===== config.mk =====
export PLATFORM = sky130hd
export DESIGN_NAME = scancode_to_ascii_decoder
export DESIGN_NICKNAME = d
export VERILOG_FILES = /design/src/rtl/s2a_pkg.sv /design/src/rtl/s2a_decode.sv /design/src/rtl/scancode_to_ascii_decoder.sv
export SDC_FILE = /design/constraint.sdc
export NUM_CORES = 1
export LEC_CHECK = 0
export BUFFER_PORTS_ARGS = -buffer_cell sky130_fd_sc_hd__buf_4
export CORE_MARGIN = 3
export CORE_UTILIZATION = 40
export CTS_CLUSTER_DIAMETER = 60
export CTS_CLUSTER_SIZE = 20
export DETAILED_ROUTE_END_ITERATION = 7
export PLACE_DENSITY = 0.69
export SETUP_SLACK_MARGIN = 0.4
export SLEW_MARGIN = 20
export SYNTH_ARGS = -nofsm -noshare
export SYNTH_HDL_FRONTEND = slang
export SYNTH_SLANG_ARGS = --single-unit

===== constraint.sdc =====
create_clock -name clk -period 2.35 [get_ports clk]
set_clock_uncertainty 0.05 [all_clocks]
set_input_delay 0.47 -clock clk [delete_from_list [all_inputs] [get_ports clk]]
set_output_delay 0.47 -clock clk [all_outputs]
set_load 0.05 [all_outputs]

===== src/rtl/s2a_pkg.sv =====
// Shared types, mode codes and character tables for the scancode decoder.
`timescale 1ns / 1ps

package s2a_pkg;

    // Decode mode codes
    localparam logic [1:0] MODE_RAW     = 2'd0;
    localparam logic [1:0] MODE_ASCII   = 2'd1;
    localparam logic [1:0] MODE_UNICODE = 2'd2;
    localparam logic [1:0] MODE_RESET   = MODE_ASCII;

    // Scancodes with special meaning
    localparam logic [7:0] SC_LSHIFT_MAKE  = 8'h2a;
    localparam logic [7:0] SC_RSHIFT_MAKE  = 8'h36;
    localparam logic [7:0] SC_LSHIFT_BREAK = 8'haa;
    localparam logic [7:0] SC_RSHIFT_BREAK = 8'hb6;
    localparam logic [7:0] SC_CAPS_MAKE    = 8'h3a;
    localparam logic [7:0] SC_PREFIX_BASE  = 8'he0;

    // Modifier and prefix state
    typedef struct packed {
        logic shift_held;
        logic caps_on;
        logic prefix_pending;
    } s2a_state_t;

    // Result of decoding one byte
    typedef struct packed {
        logic       emit;
        logic [7:0] char_code;
        s2a_state_t state_next;
    } s2a_result_t;

    // Unshifted AZERTY map
    function automatic logic [7:0] plain_char(input logic [6:0] code);
        logic [7:0] ch;
        case (code)
            7'd1:    ch = 8'h1b;
            7'd2:    ch = 8'h26;
            7'd3:    ch = 8'h65;
            7'd4:    ch = 8'h22;
            7'd5:    ch = 8'h27;
            7'd6:    ch = 8'h28;
            7'd7:    ch = 8'h2d;
            7'd8:    ch = 8'h65;
            7'd9:    ch = 8'h5f;
            7'd10:   ch = 8'h63;
            7'd11:   ch = 8'h61;
            7'd12:   ch = 8'h29;
            7'd13:   ch = 8'h3d;
            7'd14:   ch = 8'h08;
            7'd15:   ch = 8'h09;
            7'd16:   ch = 8'h61;
            7'd17:   ch = 8'h7a;
            7'd18:   ch = 8'h65;
            7'd19:   ch = 8'h72;
            7'd20:   ch = 8'h74;
            7'd21:   ch = 8'h79;
            7'd22:   ch = 8'h75;
            7'd23:   ch = 8'h69;
            7'd24:   ch = 8'h6f;
            7'd25:   ch = 8'h70;
            7'd26:   ch = 8'h5e;
            7'd27:   ch = 8'h24;
            7'd28:   ch = 8'h0a;
            7'd30:   ch = 8'h71;
            7'd31:   ch = 8'h73;
            7'd32:   ch = 8'h64;
            7'd33:   ch = 8'h66;
            7'd34:   ch = 8'h67;
            7'd35:   ch = 8'h68;
            7'd36:   ch = 8'h6a;
            7'd37:   ch = 8'h6b;
            7'd38:   ch = 8'h6c;
            7'd39:   ch = 8'h6d;
            7'd40:   ch = 8'h75;
            7'd41:   ch = 8'h60;
            7'd43:   ch = 8'h5c;
            7'd44:   ch = 8'h77;
            7'd45:   ch = 8'h78;
            7'd46:   ch = 8'h63;
            7'd47:   ch = 8'h76;
            7'd48:   ch = 8'h62;
            7'd49:   ch = 8'h6e;
            7'd50:   ch = 8'h2c;
            7'd51:   ch = 8'h3b;
            7'd52:   ch = 8'h3a;
            7'd53:   ch = 8'h21;
            7'd55:   ch = 8'h2a;
            default: ch = 8'h00;
        endcase
        return ch;
    endfunction

    // Shifted AZERTY map
    function automatic logic [7:0] upper_char(input logic [6:0] code);
        logic [7:0] ch;
        case (code)
            7'd1:    ch = 8'h1b;
            7'd2:    ch = 8'h31;
            7'd3:    ch = 8'h32;
            7'd4:    ch = 8'h33;
            7'd5:    ch = 8'h34;
            7'd6:    ch = 8'h35;
            7'd7:    ch = 8'h36;
            7'd8:    ch = 8'h37;
            7'd9:    ch = 8'h38;
            7'd10:   ch = 8'h39;
            7'd11:   ch = 8'h30;
            7'd12:   ch = 8'h6f;
            7'd13:   ch = 8'h2b;
            7'd14:   ch = 8'h08;
            7'd15:   ch = 8'h09;
            7'd16:   ch = 8'h41;
            7'd17:   ch = 8'h5a;
            7'd18:   ch = 8'h45;
            7'd19:   ch = 8'h52;
            7'd20:   ch = 8'h54;
            7'd21:   ch = 8'h59;
            7'd22:   ch = 8'h55;
            7'd23:   ch = 8'h49;
            7'd24:   ch = 8'h4f;
            7'd25:   ch = 8'h50;
            7'd26:   ch = 8'h22;
            7'd28:   ch = 8'h0d;
            7'd30:   ch = 8'h51;
            7'd31:   ch = 8'h53;
            7'd32:   ch = 8'h44;
            7'd33:   ch = 8'h46;
            7'd34:   ch = 8'h47;
            7'd35:   ch = 8'h48;
            7'd36:   ch = 8'h4a;
            7'd37:   ch = 8'h4b;
            7'd38:   ch = 8'h4c;
            7'd39:   ch = 8'h4d;
            7'd40:   ch = 8'h25;
            7'd41:   ch = 8'h60;
            7'd43:   ch = 8'h5c;
            7'd44:   ch = 8'h57;
            7'd45:   ch = 8'h58;
            7'd46:   ch = 8'h43;
            7'd47:   ch = 8'h56;
            7'd48:   ch = 8'h42;
            7'd49:   ch = 8'h4e;
            7'd50:   ch = 8'h3f;
            7'd51:   ch = 8'h2e;
            7'd52:   ch = 8'h2f;
            default: ch = 8'h00;
        endcase
        return ch;
    endfunction

endpackage


===== src/rtl/s2a_decode.sv =====
// Combinational decode of one scancode byte against the modifier state.
`timescale 1ns / 1ps

module s2a_decode (
    input  logic [1:0]          mode,
    input  logic [7:0]          scan_byte,
    input  s2a_pkg::s2a_state_t state_cur,
    output s2a_pkg::s2a_result_t result
);
    import s2a_pkg::*;

    s2a_state_t st;
    logic       upper_sel;

    // Raw: byte through; ASCII: modifiers, prefix handling and table lookup
    always_comb
    begin
        st        = state_cur;
        upper_sel = 1'b0;
        result    = '0;
        case (mode)
            MODE_RAW:
            begin
                result.emit      = 1'b1;
                result.char_code = scan_byte;
            end
            MODE_ASCII:
            begin
                if (scan_byte == SC_LSHIFT_MAKE || scan_byte == SC_RSHIFT_MAKE)
                    st.shift_held = 1'b1;
                else if (scan_byte == SC_LSHIFT_BREAK || scan_byte == SC_RSHIFT_BREAK)
                    st.shift_held = 1'b0;
                else if (scan_byte == SC_CAPS_MAKE)
                    st.caps_on = ~st.caps_on;

                upper_sel = st.shift_held ^ st.caps_on;
                if (scan_byte > SC_PREFIX_BASE)
                begin
                    st.prefix_pending = 1'b1;
                end
                else if (st.prefix_pending)
                begin
                    // byte after a prefix is swallowed
                    st.prefix_pending = 1'b0;
                end
                else if (!scan_byte[7])
                begin
                    result.emit      = 1'b1;
                    result.char_code = upper_sel ? upper_char(scan_byte[6:0])
                                                 : plain_char(scan_byte[6:0]);
                end
            end
            default:
            begin
                // unicode and unused code: no output, state kept
            end
        endcase
        result.state_next = st;
    end

endmodule


===== src/rtl/scancode_to_ascii_decoder.sv =====
// Top level: set-1 scancode to AZERTY character decoder with stream ports.
// Results are registered and show in the cycle after the input transfer.
// Throughput: one byte per cycle; the single result register frees in the
// cycle its transfer completes, so input is taken whenever m_tready is high.
// Reset (rst_n low, async): mode returns to ASCII, shift/caps/prefix clear,
// result register empties.
`timescale 1ns / 1ps

module scancode_to_ascii_decoder (
    input  logic       clk,
    input  logic       rst_n,
    input  logic       cfg_wen,
    input  logic [1:0] cfg_wdata,   // decode_mode
    input  logic       s_tvalid,
    output logic       s_tready,
    input  logic [7:0] s_tdata,     // [7:0] scan_byte
    output logic       m_tvalid,
    input  logic       m_tready,
    output logic [7:0] m_tdata      // [7:0] char_code
);
    import s2a_pkg::*;

    logic [1:0]  mode_reg;
    s2a_state_t  state_reg;
    logic        out_valid_reg;
    logic [7:0]  out_data_reg;
    s2a_result_t dec;
    logic        s_xfer;

    s2a_decode u_decode (
        .mode      (mode_reg),
        .scan_byte (s_tdata),
        .state_cur (state_reg),
        .result    (dec)
    );

    assign s_tready = !out_valid_reg || m_tready;
    assign s_xfer   = s_tvalid && s_tready;
    assign m_tvalid = out_valid_reg;
    assign m_tdata  = out_data_reg;

    // Mode register, modifier state and output valid
    always_ff @(posedge clk or negedge rst_n)
    begin
        if (!rst_n)
        begin
            mode_reg      <= MODE_RESET;
            state_reg     <= '0;
            out_valid_reg <= 1'b0;
        end
        else
        begin
            if (cfg_wen)
                mode_reg <= cfg_wdata;
            if (s_xfer)
            begin
                state_reg     <= dec.state_next;
                out_valid_reg <= dec.emit;
            end
            else if (m_tready)
            begin
                out_valid_reg <= 1'b0;
            end
        end
    end

    // Result payload
    always_ff @(posedge clk)
    begin
        if (s_xfer && dec.emit)
            out_data_reg <= dec.char_code;
    end

endmodule


# Yosys cells after proc, flatten, opt, wreduce, memory -nomap -nowiden
# Memories as Yosys holds them, arrays and structs flattened.
# Index checks and enable logic that the tools add are counted.
[totals] input_bits=15 out_inout_bits=10 mem_bits_ro=896 n_memories=2 reg_bits=14 word_cells=43
[mem_list] memory="(no name shown)" depth=64 word_bits=7 read_ports=1 rd_clocked_by_memory_dff=0 write_ports=0 line="s2a_pkg.sv:98" source="case (code)"
[mem_list] memory="(no name shown)" depth=64 word_bits=7 read_ports=1 rd_clocked_by_memory_dff=0 write_ports=0 line="s2a_pkg.sv:37" source="case (code)"
[op_classes] n_lt_le_gt_ge=1 mux=17 reduce_logical=9 bitwise_logic=2 eq_ne=6
[op_table] cell="2-to-1 mux 9 bit" count=3
[op_table] cell="equality test 8 x 6 -> 1 bit (second input constant)" count=3
[op_table] cell="2-to-1 mux 8 bit" count=3
[op_table] cell="case mux 9 bit (2 select lines)" count=1
[op_table] cell="equality test 8 bit (second input constant)" count=2
[op_table] cell="2-to-1 mux 1 bit" count=10
[op_table] cell="> comparator 8 bit (second input constant)" count=1
[op_table] cell="logical OR 1 bit" count=3
[op_table] cell="equality test 2 x 1 -> 1 bit (second input constant)" count=1
[op_table] cell="logical AND 1 bit" count=2
[op_table] cell="zero test 2 bit" count=1
[op_table] cell="AND reduction 2 bit" count=1
[op_table] cell="nonzero test 2 bit" count=1
[op_table] cell="zero test 1 bit" count=1
[op_table] cell="inverter 1 bit" count=1
[op_table] cell="bitwise XOR 1 bit" count=1

# Logic depth before layout (Yosys ltp)
[depth] depth_word=12 depth_mapped=10 depth_no_buf=8

# By module
# Synthesis repeated with hierarchy kept, for this count alone.
[hier_totals] cells_unflattened=258 area_unflattened_um2=1913.1
[by_module_without_submodules] module="s2a_decode" cells_per_inst=234 area_each_um2=1415.1 instances=1
[by_module_without_submodules] module="scancode_to_ascii_decoder" cells_per_inst=24 area_each_um2=498.0 instances=1

# Worst setup path before layout
# No wires, ideal clock.
[synth_path] path_type="input to register" startpoint="in s_tdata[0]" endpoint="reg out_data_reg[5] (netlist: m_tdata[5]) (data pin)" path_stages=9 arrival_ps=2528 path_buffers=1 setup_slack_ps=-485 path_cell_list="clkbuf_1 > inv_1 > ha_1 > nand4b_1 > a221o_1 > a211o_2 > xnor2_4 > or3b_1 > a32o_1"
[synth_lines] element="from (decl)" line="scancode_to_ascii_decoder.sv:16" source="input logic [7:0] s_tdata,"
[synth_lines] element="to (signal assigned)" line="scancode_to_ascii_decoder.sv:71" source="out_data_reg <= dec.char_code;"
[synth_lines] element="to (decl)" line="scancode_to_ascii_decoder.sv:26" source="logic [7:0] out_data_reg;"

==> results.cfg <==
[floorplan]
core_mm2 = 0.00453
boundaryPins = 25
die_w_um = 75.8
die_h_um = 75.8
die_area_mm2 = 0.00574
start_util = 0.429
placementRows = 24

[power_and_ir_drop]
p_per_area_mw_per_mm2 = 464
seq_power_share = 0.245
p_leak_nw = 1.18
max-vdd-ir-drop_mv = 0.500
swShare = 0.372
p_int_mw = 0.803
comb_power_share = 0.572
switchingPower_mw = 0.476
clkPwrFrac = 0.184
fin_total_pwr_mw = 1.28

[worst_setup_path]
r2r_start = state_reg[2]
crit_path_end_kind = register
crit_path_start_kind = input pin
worstPathMaxFanout = 7
worst_r2r_path_depth = 6
r2r_setup_slack_ns = 0.15
r2r-end = m_tdata[5]
critical_path_required_ns = 2.30
worstPathArrival_ns = 2.23
crit_type = input pin to register

[worst_hold_path]
holdCritPathClass = input pin to register
min_delay_worst_endpoint = mode_reg[1]
hp-start = cfg_wdata[1]
worstHoldPathCells = 2

[final_layout]
multi_input_area_mm2 = 0.00149
areaGrowthSynthToFinish_pct = 41.6
fin_area_mm2 = 0.00276
largest_reg_flops = 8
num_antenna_cells = 0
final_util = 0.608
seq_area_um2 = 392
drive_gt1_frac = 0.365
nets = 351
fillers = 427

[synthesis]
syn_area_mm2 = 0.00195
synth_top_area_cell = edfxtp_1
syn_area_per_cell_um2 = 7.70
synth_edf_count = 8
ys_ff_latch = 14
synthTopCellsByArea = edfxtp_1, ha_1, dfrtp_1
syn_nets = 280
synth_ff_type = edfxtp_1
yosys.area.top_type_share = 0.123
synthArstFlopShare = 0.429
ys_types = 63
yosysWarnings = 0
seq_area_frac_synth = 0.201
syn-instance-count = 253

[timing]
hold_ws_ns = 0.405
slew_headroom = 0.645
period_share = 0.970
final_hold_viol_count = 0
tightest_slew_ns = 0.531
finalSetupViolCount = 0
rsz0062_at_grt = true
fin_ws_ns = 0.0700
fmax_mhz = 439
finalMaxSlewViolations = 0
layout_min_cycle_time_ns = 2.28

[grt]
grt_max_degree = 38
track_usage = 0.227
grt_overflow = 0
antenna_found_initial = 0
grt_pass1_vias = 2176
grt_pass1_wl_mm = 10.1

[placement]
postPlaceCellArea_mm2 = 0.00259
post-dp-hpwl_mm = 4.71
preCtsSetupSlack_ns = -0.300
placement.io_buffers = 24
place.gp.congestion = 0.969

[clocking]
cts_sinks = 14
cts_buffers = 3
root_buffer = clkbuf_8
htreeDepth = 1
clk_latency_ns = 0.24
clk_path_buf_depth = 2
tritoncts = done
path_clk_slew_ns = 0.06

[detailed_routing]
num_vias = 2323
vias_per_cell = 5.99
routedWlPerCell_um = 16.4
drt_pass1_iterations = 5
initialDrtViolationCount = 238
finalWirelength_mm = 6.36
drc = 0
drt.antenna.violating_nets = 0

[run]
cap_viol_max_count = 0

[status]
status = complete, no violations
layout by cell type, fill, tap and decap left out, drive strengths merged, types with 4 or more instances in the layout:
master  Yosys  routed
a211oi      5       5
a21oi      17      17
a311oi      4       4
a31oi       4       4
buf        13      89
clkbuf     11       4
dfrtp       5       5
edfxtp      8       8
ha         12      12
inv         7       7
mux2        5       5
nand2      29      29
nand2b      7       7
nor2       21      21
nor2b      11      11
nor3        8       8
o211ai      6       6
o21ai      18      18
o22ai       5       5
o31ai       5       5
cell type report:
cell class / count / share of cell area
Inverter: 7 / 0.0123
Timing Repair Buffer: 90 / 0.257
Multi-Input combinational cell: 208 / 0.539
Tap cell: 65 / 0.0295
Clock buffer: 4 / 0.0200
Sequential cell: 14 / 0.142
worst max-delay path, stage by stage:
cell and delay (ns):
buf_8 0.11, inv_8 0.05, ha_4 0.13, nand4b_1 0.09, a221o_1 0.33, a211o_4 0.30, xnor2_4 0.17, or3b_1 0.37
a32o_1 0.22
worst max-delay path by stage:
stage / start / endpoint / slack [ns]
floorplan: s_tdata[0] / m_tdata[5] / -0.22
global placement: s_tdata[0] / m_tdata[5] / -0.28
detailed placement: s_tdata[0] / m_tdata[5] / -0.30
CTS: s_tdata[0] / m_tdata[5] / 0.02
global route: s_tdata[0] / m_tdata[5] / 0.002
finish: s_tdata[0] / m_tdata[5] / 0.07
routing by layer:
layer  vias up  part of all wire  global-route usage
met4         0             0.034              0.0854
li1       1098                 -                   -
met5         -                 0                   0
met3        24             0.069              0.0501
met2       119              0.47               0.363
met1      1082              0.42               0.299
stage by stage:
stage               std cells  TNS [ns]
finish                    388         0
global route              388         0
CTS                       387         0
detailed placement        378     -1.63
global placement          378     -1.41
floorplan                 253    -0.729
power groups by stage:
stage               combinational [mW]  clock, mW  sequential, mW
global route                     0.784      0.251           0.318
CTS                              0.685      0.241           0.313
global placement                 0.605          0           0.316
finish                           0.731      0.235           0.313
floorplan                        0.395          0           0.354
detailed placement               0.614          0           0.318
logic make-up (layout without fill, tap and decap cells):
kind of cell / Yosys count / count (layout) / synth area share
compound gates: 92 / 92 / 0.334
xor+xnor: 3 / 3 / 0.0270
fa+ha+maj: 12 / 12 / 0.0771
buf+inv: 31 / 101 / 0.0713
flops: 14 / 14 / 0.201
mux: 7 / 7 / 0.0392
simple gates: 94 / 94 / 0.251
cells in the mapped netlist (2+ instances only):
library cell,n
o311a_1,2
and3b_1,2
dfrtp_1,5
o31ai_1,5
o211ai_2,2
clkbuf_1,11
inv_2,3
mux2i_1,2
a221o_1,3
and2_1,2
ha_1,12
nand3b_1,2
mux2_2,4
a211oi_1,5
nor3_1,7
a21o_1,3
nand2b_1,6
o21ai_0,15
edfxtp_1,8
o22ai_1,5
a22oi_1,2
inv_1,4
nand4_1,2
or3_1,2
buf_1,2
a22o_1,2
o21ai_1,3
o211ai_1,4
a32o_1,3
a311oi_1,4
nor2b_1,11
nor2_1,21
o311ai_0,2
a31oi_1,4
buf_2,9
a21oi_1,17
nand2_1,29
nand3_1,3
repair_timing:
item | 4_1_cts | 5_1_grt
setup endpoints to repair | 7 | 7
setup buffers | 4 | 1
resized for setup | 9 | 4
pin swaps | 8 | 7
hold buffers | 1 | 0
hold endpoints to repair | 5 | 0
(Power assumes the default switching activity.)
